**src/adsr_pkg.sv**
```systemverilog
// shared types and constants of the adsr envelope amplitude block
package adsr_pkg;

   localparam int SAMPLE_RATE_HZ = 44100;

   localparam int TIME_W  = 24;
   localparam int LEVEL_W = 16;
   localparam int COUNT_W = 32;
   localparam int NUMER_W = LEVEL_W + TIME_W;
   localparam int DIV_STAGES = LEVEL_W;

   localparam int CSR_INDEX_W = 3;
   localparam int CSR_DATA_W  = TIME_W;

   typedef enum logic [CSR_INDEX_W-1:0] {
      CSR_ATTACK  = 3'd0,
      CSR_DECAY   = 3'd1,
      CSR_RELEASE = 3'd2,
      CSR_START   = 3'd3,
      CSR_SUSTAIN = 3'd4,
      CSR_FLOOR   = 3'd5
   } csr_index_type;

   typedef enum logic [1:0] {
      NOTE_IDLE = 2'd0,
      NOTE_ON   = 2'd1,
      NOTE_OFF  = 2'd2
   } note_state_type;

   typedef enum logic [1:0] {
      SEG_ATTACK  = 2'd0,
      SEG_DECAY   = 2'd1,
      SEG_SUSTAIN = 2'd2
   } segment_type;

   localparam logic [TIME_W-1:0]  RST_ATTACK  = 24'd4410;
   localparam logic [TIME_W-1:0]  RST_DECAY   = 24'd26460;
   localparam logic [TIME_W-1:0]  RST_RELEASE = 24'd13230;
   localparam logic [LEVEL_W-1:0] RST_START   = 16'd32768;
   localparam logic [LEVEL_W-1:0] RST_SUSTAIN = 16'd32768;
   localparam logic [LEVEL_W-1:0] RST_FLOOR   = 16'd33;

endpackage

```
**src/adsr_div.sv**
```systemverilog
// pipelined restoring divider, one quotient bit per stage
module adsr_div (
   input  logic                          clock,
   input  logic                          enable,
   input  logic [adsr_pkg::NUMER_W-1:0]  numer,
   input  logic [adsr_pkg::TIME_W-1:0]   divisor,
   output logic [adsr_pkg::LEVEL_W-1:0]  quotient
);
   import adsr_pkg::*;

   logic [NUMER_W-1:0] rem_ff [DIV_STAGES];
   logic [TIME_W-1:0]  dv_ff  [DIV_STAGES];
   logic [LEVEL_W-1:0] q_ff   [DIV_STAGES];

   for (genvar k = 0; k < DIV_STAGES; k++) begin : g_stage
      localparam int BIT = DIV_STAGES - 1 - k;
      logic [NUMER_W-1:0] rem_src;
      logic [TIME_W-1:0]  dv_src;
      logic [LEVEL_W-1:0] q_src;
      logic [NUMER_W-1:0] shifted;
      logic [NUMER_W-1:0] rem_in;
      logic [LEVEL_W-1:0] q_in;

      if (k == 0) begin : g_first
         assign rem_src = numer;
         assign dv_src  = divisor;
         assign q_src   = '0;
      end else begin : g_next
         assign rem_src = rem_ff[k-1];
         assign dv_src  = dv_ff[k-1];
         assign q_src   = q_ff[k-1];
      end

      assign shifted = {{LEVEL_W{1'b0}}, dv_src} << BIT;

      always_comb begin
         rem_in = rem_src;
         q_in   = q_src;
         if (rem_src >= shifted) begin
            rem_in    = rem_src - shifted;
            q_in[BIT] = 1'b1;
         end
      end

      always_ff @(posedge clock) begin
         if (enable) begin
            rem_ff[k] <= rem_in;
            dv_ff[k]  <= dv_src;
            q_ff[k]   <= q_in;
         end
      end
   end

   assign quotient = q_ff[DIV_STAGES-1];

endmodule

```
**config.mk**
```make
export PLATFORM = sky130hd
export DESIGN_NAME = adsr_div
export DESIGN_NICKNAME = d
export VERILOG_FILES = /design/src/adsr_pkg.sv /design/src/adsr_div.sv
export SDC_FILE = /design/constraint.sdc
export NUM_CORES = 2
export LEC_CHECK = 0
export BUFFER_PORTS_ARGS = -buffer_cell sky130_fd_sc_hd__buf_2
export CAP_MARGIN = 40
export CORE_ASPECT_RATIO = 0.5
export CORE_UTILIZATION = 64
export DETAILED_ROUTE_END_ITERATION = 10
export PLACE_DENSITY = 0.84
export SLEW_MARGIN = 5
export SYNTH_ARGS = -nofsm -noshare
export SYNTH_HDL_FRONTEND = slang
export SYNTH_SLANG_ARGS = --single-unit
```
**constraint.sdc**
```tcl
create_clock -name clock -period 3.45 [get_ports clock]
set_input_delay 0.345 -clock clock [delete_from_list [all_inputs] [get_ports clock]]
set_output_delay 0.345 -clock clock [all_outputs]
set_load 0.03 [all_outputs]
```
==> impl_metrics.tcl <==
set metrics [dict create \
    outcome "finished clean" \
    dr.pass1.iters 6 \
    path_depth 10 \
    vias 41182 \
    first_global_vias 41445 \
    slowest_delay_ns 0.42 \
    num_io_pins 82 \
    antenna_found_initial 0 \
    drcViolationCount 0 \
    slew_headroom_pct 47.9 \
    path_cells "ha_1, a21o_1, a211oi_1, nor2_1, nor2_1, o21ai_0, a31o_2, a22o_1, nor4_1, xor2_1" \
    fmax_mhz 294 \
    ys_ff_latch 1096 \
    clock_sinks 1096 \
    netlist_instances 5258 \
    synth_warnings 0 \
    gp_congestion 0.944 \
    critPathArrivalTime_ns 3.83 \
    cts_tree "built" \
    hold_viol_final 0 \
    syn-num-nets 5723 \
    insertion_delay_ns 0.72 \
    setup_tns_ns 0 \
    design.die.area_mm2 0.0948 \
    initial_core_util_pct 65.3 \
    row_count 78 \
    crit_path_end_kind "register" \
    synth_ff_type "edfxtp_1" \
    pwr-share-seq_pct 39.5 \
    ant_nets 0 \
    synth_edf_count 1096 \
    r2r_slack_ns 0.05 \
    routed_via_density 6.00 \
    n_fill_cell 5930 \
    p_sw_mw 18.6 \
    portBuffers 81 \
    period_share_pct 98.6 \
    worst_ir_drop_vdd_uv 512 \
    ff2ff_path_depth 10 \
    die_x_um 434 \
    swShare_pct 35.2 \
    pre_cts_slack_ns -0.209 \
    cp_max_fo 8 \
    intPower_mw 34.2 \
    cp-start-kind "register" \
    p_total_mw 52.8 \
    grt_overflow 0 \
    cap_violations 0 \
    hpwl_um 92700 \
    setup_viol 0 \
    required_ns 3.87 \
    power.leakage_nw 26.2 \
    fin_cells 6867 \
    crit_top_cell "nor2_1" \
    htreeDepth 3 \
    async_reset_ff_share_pct 0 \
    finalWorstSetupSlack_ns 0.0470 \
    nets 6015 \
    netlist_area_mm2 0.0598 \
    drt-initial-drc-count 3041 \
    grt_setup_unrepaired "true" \
    min_period_ns 3.40 \
    die_y_um 218 \
    clock_skew_ns 0.0350 \
    power_density_mw_per_mm2 790 \
    seq_area_frac_synth_pct 55.0 \
    area_delta_synth_final_pct 11.7 \
    pwr-share-comb_pct 40.3 \
    drive_gt1_share_pct 9.92 \
    synth_cell_types 108 \
    worst_pin_slew_ns 0.774 \
    cp_slowest_cell "edfxtp_1" \
    grt_max_degree 89 \
    routed_wl_um 127000 \
    final-max-slew-violation-count 0 \
    hold_path_depth 3 \
    grtUsageTotal_pct 26.8 \
    cts_max_path_buffers 3 \
    coreArea_mm2 0.0916 \
    min_path_type "input pin to register" \
    holdWs_ns 0.100 \
    critical_path_buf_inv_count 0 \
    worstSetupPathType "register to register" \
    root_buffer "clkbuf_16" \
    syn_avg_cell_area_um2 11.4 \
    cts-buffers-inserted 96 \
    wl_per_cell_um 18.5 \
    crit_family "compound AO/OA/AOI/OAI gates" \
    path_clk_slew_ns 0.06 \
    dp.cells 6619 \
    pwr-share-clk_pct 20.2 \
    grt_pass1_wl_um 204000 \
]
## worst min-delay path: stages
cell and delay (ns):
buf_2 0.13, nor2_1 0.10, a21oi_1 0.06
## worst paths after layout
path / from / endpoint
worst max-delay path: rem_ff[1][166] / rem_ff[1][239]
worst min-delay path: numer[35] / rem_ff[0][35]
worst max register to register: rem_ff[1][166] / rem_ff[1][239]
worst min register to register: q_ff[1][103] / q_ff[1][119]
## sequential cells by signal, indices dropped and copies added (netlist names)
name,count
q_ff,136
dv_ff,360
rem_ff,600
## layer usage
metal  GRT usage, %  vias to the layer above  part of all wire (%)
met5              0                        -                     0
met4           15.0                        0                   5.5
met3           3.27                      409                   4.5
met2           49.1                     1485                    51
met1           30.2                    19283                    39
li1               -                    20005                     -
## power by group through the flow
stage | sequential, mW | combinational (mW) | clock (mW)
6_report | 20.9 | 21.3 | 10.7
5_1_grt | 21.2 | 23.5 | 11.4
4_1_cts | 20.8 | 20.8 | 10.9
3_5_place_dp | 21.0 | 20.5 | 0
3_3_place_gp | 21.0 | 19.9 | 0
2_1_floorplan | 20.3 | 15.6 | 0
## cells in the final DEF, fill, tap and decap left out, types with 33 or more instances in the layout
cell type,n
xnor2_1,240
xor2_1,158
buf_4,136
buf_2,80
inv_1,494
nand4_1,67
o21a_1,71
nor3_1,100
nor4_1,46
nor2_1,319
a31oi_1,46
nand2b_1,58
edfxtp_1,1096
o21bai_1,37
mux2_2,52
or3_1,33
ha_1,383
nand2_1,387
a21oi_1,405
nor2b_1,52
nand3_1,75
dlygate4sd3_1,62
clkbuf_16,98
a21o_1,157
o21ai_0,335
## repair_timing
| item | 4_1_cts | 5_1_grt |
|---|---|---|
| hold buffers | 62 | 0 |
| pin swaps | 4 | 16 |
| buffers inserted | 1 | 10 |
| hold endpoints to repair | 62 | 0 |
| gates resized for setup | 3 | 47 |
| endpoints found under the setup margin | 30 | 132 |
## synth_stat cells, types with 34 or more instances
library cell  instances  area [um2]
a21o_1              158        1190
nor3_1              100         500
edfxtp_1           1096       32900
a31oi_1              46         288
or3_1                34         213
xnor2_1             240        2100
nand2b_1             58         363
nand4_1              67         419
a211oi_1             37         278
nor2b_1              52         325
o21ai_0             338        1690
nor4_1               47         294
nand3_1              76         380
clkbuf_1             69         259
ha_1                384        4800
nand2_1             387        1450
a21oi_1             409        2050
mux2_2               52         586
o21a_1               71         533
nor2_1              322        1210
xor2_1              158        1380
o21bai_1             37         278
inv_1               494        1850
## layout make-up
type                            instances  area (um2)  share of cell area (%)
Antenna cell                            1        2.50                 0.00375
Inverter                              501        1880                    2.82
Sequential cell                      1096       32900                    49.3
Tap cell                             1240        1550                    2.32
Clock inverter                         56         551                   0.824
Multi-Input combinational cell       3549       24800                    37.1
Clock buffer                          118        2530                    3.78
Timing Repair Buffer                  306        2590                    3.87
## stage by stage
stage | utilization (%) | instance area (um2)
6_report | 72.9 | 66800
5_1_grt | 72.9 | 66800
3_3_place_gp | 68.5 | 62800
2_1_floorplan | - | 59800
3_5_place_dp | 68.5 | 62800
4_1_cts | 72.6 | 66500
## kinds of logic after synthesis
kind of cell | after synthesis | share of synthesized area, %
multiplexers | 74 | 1.40
XOR/XNOR | 398 | 5.83
buffers and inverters | 613 | 3.97
adder cells (fa/ha/maj) | 399 | 8.53
flip-flops | 1096 | 55.0
AO/OA/AOI/OAI | 1356 | 14.3
AND/OR/NAND/NOR | 1322 | 11.0
Power figures use the tool's default switching activity.
